**config.mk**
```make
export PLATFORM = sky130hd
export DESIGN_NAME = short_window_group_interleave_core
export DESIGN_NICKNAME = d
export VERILOG_FILES = /design/src/design/swgi_pkg.sv /design/src/design/short_window_group_interleave_core.sv /design/src/design/swgi_csr.sv /design/src/design/swgi_advance.sv /design/src/design/swgi_walker.sv
export SDC_FILE = /design/constraint.sdc
export NUM_CORES = 1
export LEC_CHECK = 0
export BUFFER_PORTS_ARGS = -buffer_cell sky130_fd_sc_hd__clkbuf_2
export CAP_MARGIN = 20
export CORE_UTILIZATION = 39
export DETAILED_ROUTE_END_ITERATION = 16
export PLACE_DENSITY = 0.61
export SETUP_SLACK_MARGIN = 0.4
export SLEW_MARGIN = 10
export SYNTH_ARGS = -nofsm -noshare
export SYNTH_HDL_FRONTEND = slang
export SYNTH_SLANG_ARGS = --single-unit
```
**constraint.sdc**
```tcl
create_clock -name clock -period 4.6 [get_ports clock]
set_input_delay 0.69 -clock clock [delete_from_list [all_inputs] [get_ports clock]]
set_output_delay 0.69 -clock clock [all_outputs]
set_load 0.01 [all_outputs]
```
**src/design/swgi_pkg.sv**
```systemverilog
// Shared types and constants for the short-window group interleave core.
// Holds the position record, the decoded configuration record and register codes.
// No dependencies; every other design file refers to it by scoped names.
`default_nettype none

package swgi_pkg;

   // Limits of the address generator.
   localparam int MaxBands   = 15;
   localparam int MaxGroups  = 8;
   localparam int MaxFrame   = 1024;

   // Field widths fixed by the register and stream formats.
   localparam int AddrW      = $clog2(MaxFrame);
   localparam int CoefW      = 32;
   localparam int SwlW       = 8;
   localparam int CntW       = 4;
   localparam int GlenW      = 4;
   localparam int BwW        = 6;
   localparam int LineW      = 6;
   localparam int WinW       = 4;
   localparam int BandW      = 4;
   localparam int GroupW     = 3;
   localparam int ProdW      = SwlW + GlenW;
   localparam int BandSlots  = 16;
   localparam int GroupSlots = 8;
   localparam int BwLowSlots = 8;
   localparam int BwHighW    = 42;
   localparam int GlensW     = GroupSlots * GlenW;
   localparam int CsrIdxW    = 3;
   localparam int CsrDataW   = 48;

   typedef logic [AddrW-1:0]      addr_type;
   typedef logic [CntW-1:0]       cnt_type;
   typedef logic [ProdW-1:0]      prod_type;
   typedef logic [BandW-1:0]      band_type;
   typedef logic [GroupW-1:0]     group_type;
   typedef logic [BandSlots-1:0]  bmask_type;
   typedef logic [GroupSlots-1:0] gmask_type;

   // Saturation limits for the group and band counts.
   localparam cnt_type EffGroupsMax = cnt_type'(MaxGroups);
   localparam cnt_type EffBandsMax  = cnt_type'(MaxBands);

   // Register indexes of the configuration port.
   typedef enum logic [CsrIdxW-1:0] {
      CSR_SHORT_WINDOW_LEN = 3'd0,
      CSR_NUM_GROUPS       = 3'd1,
      CSR_GROUP_LENGTHS    = 3'd2,
      CSR_NUM_BANDS        = 3'd3,
      CSR_BAND_WIDTHS_LOW  = 3'd4,
      CSR_BAND_WIDTHS_HIGH = 3'd5
   } csr_addr_type;

   // Position inside the frame: counters and the three address bases.
   typedef struct packed {
      logic [LineW-1:0]  line;
      logic [WinW-1:0]   win;
      logic [BandW-1:0]  band;
      logic [GroupW-1:0] group;
      logic [AddrW-1:0]  bstart;
      logic [AddrW-1:0]  gbase;
      logic [AddrW-1:0]  wbase;
   } state_type;

   // Decoded configuration, registered once per cycle from the raw registers.
   typedef struct packed {
      logic [SwlW-1:0]                   swl;
      logic [CntW-1:0]                   eff_groups;
      logic [CntW-1:0]                   eff_bands;
      logic [GroupSlots-1:0][GlenW-1:0]  glen;
      logic [BandSlots-1:0][BwW-1:0]     bw;
      logic [GroupSlots-1:0][AddrW-1:0]  gprod;
      logic [BandSlots-1:0]              bmask;
      logic [GroupSlots-1:0]             gmask;
   } cfg_type;

endpackage

`default_nettype wire

```
**src/design/short_window_group_interleave_core.sv**
```systemverilog
// Top level of the short-window group interleave address generator.
// Instantiates swgi_csr, swgi_walker and swgi_advance; uses swgi_pkg.
//
//   channel  direction  handshake              payload
//   req      in         req_valid / req_ready  req_coeff_value
//   rsp      out        rsp_valid / rsp_ready  rsp_natural_index, rsp_coeff_out,
//                                              rsp_last_of_frame
//   csr      in         csr_valid / csr_ready  csr_index, csr_wdata
//
// One coefficient per cycle while the position is settled and rsp is not stalled:
// input register, index and position logic, result register; a req transfer loads
// the input register and s1_go loads the result register behind rsp_valid. After
// reset or a register write, the walker steps the frame position one step a cycle
// (one step per window of each band, at most two frame passes) before the next
// coefficient moves on. Reset is synchronous; csr_ready is always high. A stalled
// rsp holds its result while one more coefficient waits in the input register.
`default_nettype none

module short_window_group_interleave_core (
   input  logic                                  clock,
   input  logic                                  reset,
   input  logic                                  req_valid,
   output logic                                  req_ready,
   input  logic signed [swgi_pkg::CoefW-1:0]     req_coeff_value,
   output logic                                  rsp_valid,
   input  logic                                  rsp_ready,
   output logic [swgi_pkg::AddrW-1:0]            rsp_natural_index,
   output logic signed [swgi_pkg::CoefW-1:0]     rsp_coeff_out,
   output logic                                  rsp_last_of_frame,
   input  logic                                  csr_valid,
   output logic                                  csr_ready,
   input  logic [swgi_pkg::CsrIdxW-1:0]          csr_index,
   input  logic [swgi_pkg::CsrDataW-1:0]         csr_wdata
);

   swgi_pkg::cfg_type   cfg;
   swgi_pkg::state_type pos;
   swgi_pkg::state_type adv_next;
   swgi_pkg::addr_type  adv_index;
   logic                adv_last;
   logic                cfg_restart;
   logic                walk_settled;
   logic                walk_empty;

   logic                              s1_valid_ff;
   logic signed [swgi_pkg::CoefW-1:0] s1_coeff_ff;
   logic                              rsp_valid_ff;
   swgi_pkg::addr_type                rsp_index_ff;
   logic signed [swgi_pkg::CoefW-1:0] rsp_coeff_ff;
   logic                              rsp_last_ff;
   logic                              out_free;
   logic                              s1_go;

   swgi_csr u_csr (
      .clock       (clock),
      .reset       (reset),
      .csr_valid   (csr_valid),
      .csr_index   (csr_index),
      .csr_wdata   (csr_wdata),
      .cfg         (cfg),
      .cfg_restart (cfg_restart)
   );

   swgi_walker u_walker (
      .clock       (clock),
      .reset       (reset),
      .cfg         (cfg),
      .cfg_restart (cfg_restart),
      .adv         (s1_go),
      .adv_next    (adv_next),
      .pos         (pos),
      .settled     (walk_settled),
      .empty       (walk_empty)
   );

   swgi_advance u_advance (
      .cfg           (cfg),
      .pos           (pos),
      .natural_index (adv_index),
      .nxt           (adv_next),
      .last          (adv_last)
   );

   // The input register moves on when the position is settled and the output has room.
   assign out_free  = !rsp_valid_ff || rsp_ready;
   assign s1_go     = s1_valid_ff && walk_settled && out_free;
   assign req_ready = !s1_valid_ff || s1_go;
   assign csr_ready = 1'b1;

   always_ff @(posedge clock) begin
      if (reset) begin
         s1_valid_ff  <= 1'b0;
         rsp_valid_ff <= 1'b0;
      end else begin
         if (req_ready) s1_valid_ff <= req_valid;
         if (out_free) rsp_valid_ff <= s1_go;
      end
   end

   // Payload capture on each transfer; an empty frame gives index zero and the flag.
   always_ff @(posedge clock) begin
      if (req_valid && req_ready) s1_coeff_ff <= req_coeff_value;
      if (s1_go) begin
         rsp_index_ff <= walk_empty ? '0 : adv_index;
         rsp_coeff_ff <= s1_coeff_ff;
         rsp_last_ff  <= walk_empty ? 1'b1 : adv_last;
      end
   end

   assign rsp_valid         = rsp_valid_ff;
   assign rsp_natural_index = rsp_index_ff;
   assign rsp_coeff_out     = rsp_coeff_ff;
   assign rsp_last_of_frame = rsp_last_ff;

endmodule

`default_nettype wire

```
**src/design/swgi_csr.sv**
```systemverilog
// Configuration registers of the interleave core and their decoded form.
// Depends on swgi_pkg for the register codes and the configuration record.
`default_nettype none

module swgi_csr (
   input  logic                            clock,
   input  logic                            reset,
   input  logic                            csr_valid,
   input  logic [swgi_pkg::CsrIdxW-1:0]    csr_index,
   input  logic [swgi_pkg::CsrDataW-1:0]   csr_wdata,
   output swgi_pkg::cfg_type               cfg,
   output logic                            cfg_restart
);

   logic [swgi_pkg::SwlW-1:0]     swl_ff;
   logic [swgi_pkg::CntW-1:0]     ngroups_ff;
   logic [swgi_pkg::GlensW-1:0]   glens_ff;
   logic [swgi_pkg::CntW-1:0]     nbands_ff;
   logic [swgi_pkg::CsrDataW-1:0] bwlo_ff;
   logic [swgi_pkg::BwHighW-1:0]  bwhi_ff;
   logic                          wr_d_ff;
   swgi_pkg::cfg_type             cfg_ff;
   swgi_pkg::cfg_type             cfg_in;
   swgi_pkg::prod_type            prod;

   // Register writes; an index past the list is dropped.
   always_ff @(posedge clock) begin
      if (reset) begin
         swl_ff     <= 8'd128;
         ngroups_ff <= 4'd1;
         glens_ff   <= 32'd8;
         nbands_ff  <= 4'd1;
         bwlo_ff    <= '0;
         bwhi_ff    <= '0;
         wr_d_ff    <= 1'b1;
      end else begin
         wr_d_ff <= csr_valid;
         if (csr_valid) begin
            unique case (csr_index)
               swgi_pkg::CSR_SHORT_WINDOW_LEN: swl_ff     <= csr_wdata[swgi_pkg::SwlW-1:0];
               swgi_pkg::CSR_NUM_GROUPS:       ngroups_ff <= csr_wdata[swgi_pkg::CntW-1:0];
               swgi_pkg::CSR_GROUP_LENGTHS:    glens_ff   <= csr_wdata[swgi_pkg::GlensW-1:0];
               swgi_pkg::CSR_NUM_BANDS:        nbands_ff  <= csr_wdata[swgi_pkg::CntW-1:0];
               swgi_pkg::CSR_BAND_WIDTHS_LOW:  bwlo_ff    <= csr_wdata;
               swgi_pkg::CSR_BAND_WIDTHS_HIGH: bwhi_ff    <= csr_wdata[swgi_pkg::BwHighW-1:0];
               default: begin
               end
            endcase
         end
      end
   end

   // Decode: saturated counts, per-slot widths and lengths, group spans, nonempty masks.
   always_comb begin
      prod              = '0;
      cfg_in            = '0;
      cfg_in.swl        = swl_ff;
      cfg_in.eff_groups = (ngroups_ff > swgi_pkg::EffGroupsMax) ?
                          swgi_pkg::EffGroupsMax : ngroups_ff;
      cfg_in.eff_bands  = (nbands_ff > swgi_pkg::EffBandsMax) ?
                          swgi_pkg::EffBandsMax : nbands_ff;
      for (int g = 0; g < swgi_pkg::GroupSlots; g++) begin
         cfg_in.glen[g]  = glens_ff[g*swgi_pkg::GlenW +: swgi_pkg::GlenW];
         prod            = swgi_pkg::prod_type'(swl_ff) * swgi_pkg::prod_type'(cfg_in.glen[g]);
         cfg_in.gprod[g] = prod[swgi_pkg::AddrW-1:0];
         cfg_in.gmask[g] = (swgi_pkg::cnt_type'(g) < cfg_in.eff_groups) &&
                           (cfg_in.glen[g] != '0);
      end
      for (int b = 0; b < swgi_pkg::BandSlots; b++) begin
         if (b < swgi_pkg::BwLowSlots) begin
            cfg_in.bw[b] = bwlo_ff[b*swgi_pkg::BwW +: swgi_pkg::BwW];
         end else if (b < swgi_pkg::BandSlots - 1) begin
            cfg_in.bw[b] = bwhi_ff[(b-swgi_pkg::BwLowSlots)*swgi_pkg::BwW +: swgi_pkg::BwW];
         end else begin
            cfg_in.bw[b] = '0;
         end
         cfg_in.bmask[b] = (swgi_pkg::cnt_type'(b) < cfg_in.eff_bands) && (cfg_in.bw[b] != '0);
      end
   end

   // The decoded record is a registered copy of the decode of the raw registers.
   always_ff @(posedge clock) begin
      cfg_ff <= cfg_in;
   end

   assign cfg         = cfg_ff;
   assign cfg_restart = csr_valid | wr_d_ff;

endmodule

`default_nettype wire

```
**src/design/swgi_advance.sv**
```systemverilog
// Combinational position advance for a settled frame position.
// Forms the interleaved index and the next valid position; depends on swgi_pkg.
`default_nettype none

module swgi_advance (
   input  swgi_pkg::cfg_type    cfg,
   input  swgi_pkg::state_type  pos,
   output swgi_pkg::addr_type   natural_index,
   output swgi_pkg::state_type  nxt,
   output logic                 last
);

   // Lowest set bit of a band mask, with a found flag on top.
   function automatic logic [swgi_pkg::BandW:0] first_band(input swgi_pkg::bmask_type m);
      logic [swgi_pkg::BandW:0] r;
      r = '0;
      for (int i = swgi_pkg::BandSlots - 1; i >= 0; i--) begin
         if (m[i]) r = {1'b1, swgi_pkg::band_type'(i)};
      end
      return r;
   endfunction

   // Lowest set bit of a group mask, with a found flag on top.
   function automatic logic [swgi_pkg::GroupW:0] first_group(input swgi_pkg::gmask_type m);
      logic [swgi_pkg::GroupW:0] r;
      r = '0;
      for (int i = swgi_pkg::GroupSlots - 1; i >= 0; i--) begin
         if (m[i]) r = {1'b1, swgi_pkg::group_type'(i)};
      end
      return r;
   endfunction

   logic [swgi_pkg::LineW:0]  line_up;
   logic [swgi_pkg::WinW:0]   win_up;
   swgi_pkg::bmask_type       band_above;
   swgi_pkg::gmask_type       group_above;
   logic [swgi_pkg::BandW:0]  band_hit;
   logic [swgi_pkg::BandW:0]  band_first;
   logic [swgi_pkg::GroupW:0] group_hit;
   logic [swgi_pkg::GroupW:0] group_first;

   // Interleaved position of the current coefficient.
   assign natural_index = pos.bstart + pos.wbase + pos.gbase + swgi_pkg::addr_type'(pos.line);

   // Nonempty bands and groups after the current ones.
   always_comb begin
      band_above  = cfg.bmask & ~((swgi_pkg::bmask_type'(2) << pos.band) -
                                  swgi_pkg::bmask_type'(1));
      group_above = cfg.gmask & ~((swgi_pkg::gmask_type'(2) << pos.group) -
                                  swgi_pkg::gmask_type'(1));
      band_hit    = first_band(band_above);
      band_first  = first_band(cfg.bmask);
      group_hit   = first_group(group_above);
      group_first = first_group(cfg.gmask);
   end

   // Next line, next window, next band, next group, or back to the frame start.
   always_comb begin
      nxt     = pos;
      last    = 1'b0;
      line_up = {1'b0, pos.line} + 1'b1;
      win_up  = {1'b0, pos.win} + 1'b1;
      priority if (line_up < {1'b0, cfg.bw[pos.band]}) begin
         nxt.line = line_up[swgi_pkg::LineW-1:0];
      end else if (win_up < {1'b0, cfg.glen[pos.group]}) begin
         nxt.line  = '0;
         nxt.win   = win_up[swgi_pkg::WinW-1:0];
         nxt.wbase = pos.wbase + swgi_pkg::addr_type'(cfg.swl);
      end else begin
         nxt.line  = '0;
         nxt.win   = '0;
         nxt.wbase = '0;
         if (band_hit[swgi_pkg::BandW]) begin
            nxt.band   = band_hit[swgi_pkg::BandW-1:0];
            nxt.bstart = pos.bstart + swgi_pkg::addr_type'(cfg.bw[pos.band]);
         end else begin
            nxt.band   = band_first[swgi_pkg::BandW-1:0];
            nxt.bstart = '0;
            if (group_hit[swgi_pkg::GroupW]) begin
               nxt.group = group_hit[swgi_pkg::GroupW-1:0];
               nxt.gbase = pos.gbase + cfg.gprod[pos.group];
            end else begin
               // Frame end: the first nonempty group starts at offset zero.
               nxt.group = group_first[swgi_pkg::GroupW-1:0];
               nxt.gbase = '0;
               last      = 1'b1;
            end
         end
      end
   end

endmodule

`default_nettype wire

```
**src/design/swgi_walker.sv**
```systemverilog
// Frame position keeper: the committed position and a settled working copy.
// After a configuration change it steps the working copy one step a cycle
// until it rests on a valid coefficient or finds the frame empty. Uses swgi_pkg.
`default_nettype none

module swgi_walker (
   input  logic                 clock,
   input  logic                 reset,
   input  swgi_pkg::cfg_type    cfg,
   input  logic                 cfg_restart,
   input  logic                 adv,
   input  swgi_pkg::state_type  adv_next,
   output swgi_pkg::state_type  pos,
   output logic                 settled,
   output logic                 empty
);

   swgi_pkg::state_type committed_ff, committed_in;
   swgi_pkg::state_type work_ff, work_in;
   swgi_pkg::state_type base;
   swgi_pkg::state_type step_next;
   logic settled_ff, settled_in;
   logic empty_ff, empty_in;
   logic wrapped_ff, wrapped_in;
   logic step_valid, step_empty, step_wrap;
   logic group_last;

   // One step of the forward search from the working position.
   always_comb begin
      step_next  = work_ff;
      step_valid = 1'b0;
      step_empty = 1'b0;
      step_wrap  = 1'b0;
      group_last = (swgi_pkg::cnt_type'(work_ff.group) + 1'b1) >= cfg.eff_groups;
      priority if (swgi_pkg::cnt_type'(work_ff.group) >= cfg.eff_groups) begin
         step_next  = '0;
         step_wrap  = 1'b1;
         step_empty = (cfg.eff_groups == '0);
      end else if ((work_ff.band >= cfg.eff_bands) ||
                   (work_ff.win >= cfg.glen[work_ff.group])) begin
         step_next.line  = '0;
         step_next.win   = '0;
         step_next.wbase = '0;
         if (({1'b0, work_ff.band} + 1'b1) >= {1'b0, cfg.eff_bands}) begin
            step_next.band   = '0;
            step_next.bstart = '0;
            if (group_last) begin
               step_next = '0;
               step_wrap = 1'b1;
            end else begin
               step_next.group = work_ff.group + 1'b1;
               step_next.gbase = work_ff.gbase + cfg.gprod[work_ff.group];
            end
         end else begin
            step_next.band   = work_ff.band + 1'b1;
            step_next.bstart = work_ff.bstart + swgi_pkg::addr_type'(cfg.bw[work_ff.band]);
         end
      end else if (work_ff.line >= cfg.bw[work_ff.band]) begin
         step_next.line  = '0;
         step_next.win   = work_ff.win + 1'b1;
         step_next.wbase = work_ff.wbase + swgi_pkg::addr_type'(cfg.swl);
      end else begin
         step_valid = 1'b1;
      end
   end

   // Commit on a transfer, restart on a register write, otherwise keep searching.
   always_comb begin
      base = committed_ff;
      if (adv) base = empty_ff ? '0 : adv_next;
      committed_in = base;
      work_in      = work_ff;
      settled_in   = settled_ff;
      empty_in     = empty_ff;
      wrapped_in   = wrapped_ff;
      priority if (cfg_restart) begin
         work_in    = base;
         settled_in = 1'b0;
         empty_in   = 1'b0;
         wrapped_in = 1'b0;
      end else if (adv) begin
         work_in = base;
      end else if (!settled_ff) begin
         priority if (step_valid) begin
            settled_in = 1'b1;
         end else if (step_empty || (step_wrap && wrapped_ff)) begin
            // No groups or a second pass without a coefficient: the frame is empty.
            work_in    = '0;
            settled_in = 1'b1;
            empty_in   = 1'b1;
         end else begin
            work_in    = step_next;
            wrapped_in = wrapped_ff | step_wrap;
         end
      end
   end

   always_ff @(posedge clock) begin
      if (reset) begin
         committed_ff <= '0;
         work_ff      <= '0;
         settled_ff   <= 1'b0;
         empty_ff     <= 1'b0;
         wrapped_ff   <= 1'b0;
      end else begin
         committed_ff <= committed_in;
         work_ff      <= work_in;
         settled_ff   <= settled_in;
         empty_ff     <= empty_in;
         wrapped_ff   <= wrapped_in;
      end
   end

   assign pos     = work_ff;
   assign settled = settled_ff;
   assign empty   = empty_ff;

   // A settled, nonempty position always names an existing coefficient.
   a_settled_valid: assert property (@(posedge clock) disable iff (reset)
      (settled_ff && !empty_ff) |->
         ((swgi_pkg::cnt_type'(work_ff.group) < cfg.eff_groups) &&
          (work_ff.band < cfg.eff_bands) &&
          (work_ff.win < cfg.glen[work_ff.group]) &&
          (work_ff.line < cfg.bw[work_ff.band])))
      else $error("settled position does not name a coefficient");

   // An empty frame keeps the position at the frame start.
   a_empty_zero: assert property (@(posedge clock) disable iff (reset)
      (settled_ff && empty_ff) |-> (work_ff == '0))
      else $error("empty frame with a nonzero position");

   // A coefficient is only consumed from a settled position.
   a_adv_settled: assert property (@(posedge clock) disable iff (reset)
      adv |-> settled_ff)
      else $error("advance while the position is still searching");

   // A register write always forces a new search.
   a_restart: assert property (@(posedge clock) disable iff (reset)
      cfg_restart |=> !settled_ff)
      else $error("register write did not restart the search");

endmodule

`default_nettype wire
```
[Word-level counts from Yosys, hierarchy flattened]
Index checks and enable logic that the tools add are counted.
Storage, ports and cells
  output and inout bits: 46
  bits in registers: 554
Operators by class
  bitwise gates (word level): 10
  mux-type cells: 100
  add/subtract/negate cells: 15
  $mul: 8
  magnitude comparators: 35
  reductions and logical operators: 73
  shifts and indexed selects: 2
  eq/ne operators: 7
Operator list (count)
  $mux W47: 8
  $mux W4: 29
  $mux W10: 11
  $reduce_bool A6 Y1: 16
  $mul A8 B4 Y10: 8
  $mux W5: 16
  $mux W27: 2
  $mux W41: 1
  $mux W3: 12
  $lt A3 B4 Y1 const A: 8
  $reduce_bool A4 Y1: 8
  $add A10 B10 Y10: 3
  $bmux W10 S3: 1
  $lt A4 B4 Y1 const A: 7
  $logic_and A1 B1 Y1: 27
  $bmux W6 S4: 1
  $add A10 B6 Y10: 2
  $mux W20: 1
  $and A15 B16 Y16: 1
  $lt A1 B4 Y1 const A: 4
  $lt A2 B4 Y1 const A: 4
  $not A16 Y16: 1
  $shl A2 B4 Y16 const A: 1
  $sub A16 B1 Y16 const B: 1
  other kinds (37): 77

[Longest topological paths before layout]
  depth in word-level cells: 27
  gate-level depth with buffers: 17

[Hierarchy]
From an unflattened synthesis, not the netlist that was laid out.
Second synthesis, totals
  cells, all modules: 3254
  area total of the unflattened synthesis: 31421.4 um^2
By module, submodules not included
  swgi_csr: cells an instance 1784, instances 1, area each 16641.0 um^2
  swgi_walker: cells an instance 771, instances 1, area each 7338.3 um^2
  swgi_advance: cells an instance 596, instances 1, area each 4989.8 um^2
  short_window_group_interleave_core: cells an instance 103, instances 1, area each 2452.4 um^2

[Least setup slack after synthesis]
Ideal clock, no wire load.
  kind: reg-to-reg
  start: register u_walker.work_ff (netlist bit u_walker.pos[33])
  end: register u_walker.work_ff (netlist bit u_walker.pos[39])
  required time: 4.509 ns
  path slack: 0.274 ns
  setup time: 0.091 ns
  arrival time: 4.235 ns
  cell stages (with the launch flop): 15
  period minus slack after synthesis: 4.326 ns
  cell sequence: dfxtp_1 -> clkbuf_1 -> buf_1 -> mux4_2 -> mux4_2 -> ha_1 -> nand2b_1 -> a2111o_1 -> a31o_2 -> a21oi_1 -> a21oi_1 -> nand2b_1 -> clkbuf_1 -> clkbuf_1 -> a311oi_1
On the way
  cells in the longest elaborated chain, start to end: 12
RTL lines
  start, declared: RTL line swgi_walker.sv:19  | swgi_pkg::state_type work_ff, work_in;
  start signal, assigned: RTL line swgi_walker.sv:107  | work_ff <= work_in;
  $add A4 B1 Y5: RTL line swgi_walker.sv:44  | if (({1'b0, work_ff.band} + 1'b1) >= {1'b0, cfg.eff_bands}) begin
  $ge A5 B4 Y1: RTL line swgi_walker.sv:44
  $mux W1: RTL line swgi_walker.sv:44
  $mux W1: RTL line swgi_walker.sv:39  | end else if ((work_ff.band >= cfg.eff_bands) ||
  $mux W1: RTL line swgi_walker.sv:35  | priority if (swgi_pkg::cnt_type'(work_ff.group) >= cfg.eff_groups) begin
  $logic_and A1 B1 Y1: RTL line swgi_walker.sv:86  | end else if (step_empty || (step_wrap && wrapped_ff)) begin
  $logic_or A1 B1 Y1: RTL line swgi_walker.sv:86
  $mux W47: RTL line swgi_walker.sv:86
  $mux W47: RTL line swgi_walker.sv:84  | priority if (step_valid) begin
  $mux W47: RTL line swgi_walker.sv:83  | end else if (!settled_ff) begin
  $mux W47: RTL line swgi_walker.sv:81  | end else if (adv) begin
  $mux W47: RTL line swgi_walker.sv:76  | priority if (cfg_restart) begin
Several ways; a longest one is shown, not always the timed one. The select of a mux whose other input is x is not followed.
A chain may end at the register's enable or synchronous reset.

[Worst setup path in the final report]
  start: register u_walker.work_ff (netlist bit u_walker.pos[34])
  end: register u_walker.work_ff (netlist bit u_walker.pos[31])
On the way
  cells in the longest elaborated chain, start to end: 27
RTL lines
  $shl A2 B4 Y16: RTL line swgi_advance.sv:47  | band_above = cfg.bmask & ~((swgi_pkg::bmask_type'(2) << pos.band) -
  $sub A16 B1 Y16: RTL line swgi_advance.sv:47
  $not A16 Y16: RTL line swgi_advance.sv:47
  $and A15 B16 Y16: RTL line swgi_advance.sv:47
  $mux W5 (16 in a row): RTL line swgi_advance.sv:18  | if (m[i]) r = {1'b1, swgi_pkg::band_type'(i)};
  $mux W3: RTL line swgi_advance.sv:73  | if (band_hit[swgi_pkg::BandW]) begin
  $mux W27: RTL line swgi_advance.sv:65  | end else if (win_up < {1'b0, cfg.glen[pos.group]}) begin
  $mux W41: RTL line swgi_advance.sv:63  | priority if (line_up < {1'b0, cfg.bw[pos.band]}) begin
  $mux W47 (2 in a row): RTL line swgi_walker.sv:70  | if (adv) base = empty_ff ? '0 : adv_next;
  $mux W47: RTL line swgi_walker.sv:81
  $mux W47: RTL line swgi_walker.sv:76
Several ways; a longest one is shown, not always the timed one. The select of a mux whose other input is x is not followed.

==> summary.txt <==
Run status
  – Outcome: finished clean

Hold path
  – Hold-critical path depth: 3
  – Worst hold path type: input port to flip-flop

Logic synthesis
  – Synth Cell Area: 0.02803 mm²
  – Ys flop type: dfxtp_1
  – EDFF count, synth: 75
  – Syn Area/Cell: 9.559 µm²
  – Syn nets: 3306
  – Yosys reg bits: 554
  – Synth async-reset ratio: 0%
  – Synth Instances: 2932
  – Library cells used by synthesis: 80
  – Top cells by area, synth: dfxtp_1 34%, fa_1 8.1%, edfxtp_1 8.0%, ha_1 7.7%, nand2_1 7.3%
  – Area share of the largest cell type after synthesis: 34.21%
  – Synth area leader: dfxtp_1
  – Yosys warnings: 0
  – Post-synthesis sequential area ratio: 42.25%

Floorplanning
  – I/O pin count: 134
  – Initial cell density of the core: 39.75%
  – Core area: 0.07051 mm²
  – Die Wd: 270.1 µm
  – Die area: 0.07294 mm²
  – Die Y: 270.1 µm
  – # rows: 97

Global routing
  – Largest net degree at the start of global routing: 134
  – Vias in the first global route: 20480
  – GRT Overall Usage: 20.68%
  – Initial antenna violation count: 2
  – Global-route wire length before repair: 119.2 mm
  – Grt ovf: 0

Worst setup path
  – CP max stage cell: a2111oi_0
  – Crit-path cells: buf_12, mux2_2, a221o_1, o21ai_0, a21o_1, ha_1, o21a_1, o31ai_1, a21oi_1, o2bb2ai_1, buf_4, nand4b_1, a2111oi_0, a31oi_1, a311oi_1
  – Crit path largest cell delay: 460 ps
  – Capturing point of the worst reg2reg path: u_walker.pos[31]
  – R2R setup slack: 620 ps
  – Crit path capture type: flip-flop
  – R2R depth: 15
  – Worst r2r src: u_walker.pos[34]
  – Worst-path fanout max: 32
  – Worst EP arrival: 4480 ps
  – Critical path type: flip-flop to flip-flop
  – Critical path endpoint: u_walker.pos[31]
  – Worst Setup SP: u_walker.pos[34]
  – CP Data Required Time: 5100 ps
  – Startpoint Class: flip-flop

Cells and area
  – Post-route cell area: 0.03197 mm²
  – Area used by multi-input combinational logic: 0.01489 mm²
  – Area growth from synthesis to layout: 14.08%
  – Share of cells above drive strength 1: 12.58%
  – Sequential cell area: 0.01185 mm²
  – Layout net count: 3393
  – Fillers: 6715

Timing
  – Hold Worst Slack: 239.5 ps
  – Peak Freq: 0.2511 GHz
  – Worst rel slew slack: 31.53%
  – # setup viols final: 0
  – Hold Fails Final Rpt: 0
  – Final Skew: 74.20 ps
  – RSZ-0062 raised after global routing: false
  – Slew Viols, Final: 0
  – Fin Setup TNS: 0 ps
  – Measured slew at the worst slew-check pin: 1026 ps
  – Tcrit/Tclk final: 86.59%
  – Min Tclk post-route: 3983 ps

Pwr
  – Sw Ratio: 24.09%
  – Comb pwr share: 7.0%
  – Net switching power: 2666 µW
  – Clock share of power: 46.9%
  – Cell Int Power: 8399 µW
  – Leakage: 0.01333 µW
  – Total power: 11070 µW
  – VDD IR max: 0.0002921 V
  – Part of the power in registers: 46.1%
  – Pwr/cell area: 346.1 mW/mm²

CTS
  – Worst-path clk slew: 60 ps
  – CTS tree: built
  – Clk_lat worst skew: 670 ps
  – H-tree lvl count: 2
  – Clk Tree Root Cell: clkbuf_16
  – Clock buffer depth: 3
  – Clk sinks: 554
  – Clock buffer count from CTS: 59
  – # hold bufs at CTS: 0

Routing
  – DR pass1 iterations: 6
  – Total Wirelength: 75.83 mm
  – Via-per-instance ratio: 5.323
  – Post-route ant nets: 0
  – Remaining DRCs: 0
  – Initial DRC count: 1688
  – Via count: 21340
  – Routed len/inst: 18.91 µm

Place
  – HPWL after DPL: 54.29 mm
  – Placed instance area: 0.02973 mm²
  – Port buffer count: 132
  – Placer Congestion: 0.8809

Run
  – Max Cap Viol: 0
-- worst max-delay path, delay by kind of cell (launching register included) --
family,cells,cell delay [ps]
adders and majority gates,1,210
muxes,1,410
DFF,1,360
and+or+nand+nor,1,410
buffers and inverters,2,400
AOI/OAI and AO/OA,10,2000
-- sequential cells by signal, summed over array words and instances, names as in the netlist, 4 cells and up --
signal and cells:
u_csr.cfg 241, u_csr.bwlo_ff 48, u_walker.committed_ff 47, u_walker.pos 47
u_csr.bwhi_ff 42, rsp_coeff_out 32, s1_coeff_ff 32, u_csr.glens_ff 32
rsp_natural_index 10, u_csr.swl_ff 8, u_csr.nbands_ff 4, u_csr.ngroups_ff 4
-- cells in the mapped netlist, types with 7 or more instances --
cell,number
o31ai_1,7
clkbuf_1,152
and3_1,14
mux2_2,7
ha_1,172
edfxtp_1,75
mux2i_1,14
nor2_1,159
and2_1,117
nor2b_1,23
xor2_1,26
nand2b_1,11
a311oi_1,27
mux4_2,47
fa_1,114
o21a_1,8
a31oi_1,24
o21ai_0,53
o21bai_1,36
a21oi_1,262
a22o_1,11
dfxtp_1,479
buf_1,11
nand3_1,31
a22oi_1,33
a211oi_1,12
a221o_1,7
xnor2_1,90
a21o_1,19
inv_1,163
nand2_1,545
o211ai_1,8
buf_2,7
a222oi_1,19
or4_1,12
nor4_1,23
nor3_1,34
-- what timing repair did --
action / 4_1_cts / 5_1_grt
buffers inserted: 0 / 0
resized for setup: 1 / 7
endpoints found under the hold margin: 0 / 0
setup endpoints to repair: 30 / 31
-- worst min path at each step --
stage / startpoint / end
after floorplan: u_csr.glens_ff[0] / u_csr.cfg[200]
after global placement: u_csr.bwhi_ff[40] / u_csr.cfg[192]
after detailed placement: u_csr.bwlo_ff[4] / u_csr.cfg[108]
after CTS: csr_wdata[43] / u_csr.bwlo_ff[43]
after global routing: csr_wdata[43] / u_csr.bwlo_ff[43]
final: csr_wdata[44] / u_csr.bwlo_ff[44]
-- layout by cell type, fill, tap and decap left out, drive strengths merged, types with 11 or more instances in the layout --
cell type,n
a22o,11
dfxtp,479
mux4,47
clkbuf,206
inv,165
nor4,26
nand2,545
a21oi,262
or4,12
and3,14
nor3,35
a211oi,12
buf,72
a311oi,28
o21ai,55
mux2i,14
nor2,159
clkinv,20
and2,118
xnor2,90
nand2b,11
nand3,32
fa,114
a31oi,24
bufinv,11
o21bai,36
nor2b,23
a222oi,19
xor2,26
edfxtp,75
ha,172
a22oi,33
a21o,19
-- per-stage QoR --
step | std cells | setup WS [ps] | util, %
final | 4010 | 617.0 | 45.34
after global routing | 4010 | 407.2 | 45.34
after CTS | 4005 | 413.2 | 45.23
after detailed placement | 3894 | 274.1 | 42.17
after global placement | 3894 | 350.6 | 42.17
after floorplan | 2932 | 538.9 | -
-- power by group through the flow --
| stage | Combinational, µW | Clock (µW) | Sequential [µW] |
|---|---|---|---|
| floorplan | 506 | 0 | 5150 |
| global placement | 754 | 0 | 5210 |
| detailed placement | 760 | 0 | 5210 |
| CTS | 765 | 5300 | 5100 |
| global route | 853 | 5470 | 5110 |
| finish | 775 | 5190 | 5100 |
-- cells by family (layout without fill, tap and decap cells) --
group | Yosys count | in the layout | share of synthesized area (%)
AO/OA/AOI/OAI | 562 | 562 | 12.74
XOR/XNOR | 116 | 116 | 3.625
adder cells (fa/ha/maj) | 286 | 286 | 15.82
buffers and inverters | 342 | 479 | 4.772
flip-flops | 554 | 554 | 42.25
multiplexers | 68 | 68 | 4.558
other | 1 | 2 | 0.01338
AND/OR/NAND/NOR | 1003 | 1003 | 16.22
-- area by class of cell --
class | count | share of cell area, %
clock buffers | 74 | 5.013
flip-flops and latches | 554 | 37.06
diodes | 1 | 0.007827
well taps | 940 | 3.678
repair buffers | 204 | 4.003
inverters | 164 | 1.925
multi-input cells | 2036 | 46.57
clock inverters | 37 | 1.745
-- metal layers --
layer,part of all wire (%),up-vias,GRT usage [%]
met5,0,-,0
met4,2.2,0,5.099
met2,45,647,32.44
met1,47,10400,29.97
li1,-,10190,-
met3,6.1,101,2.712
Power figures use the tool's default switching activity.
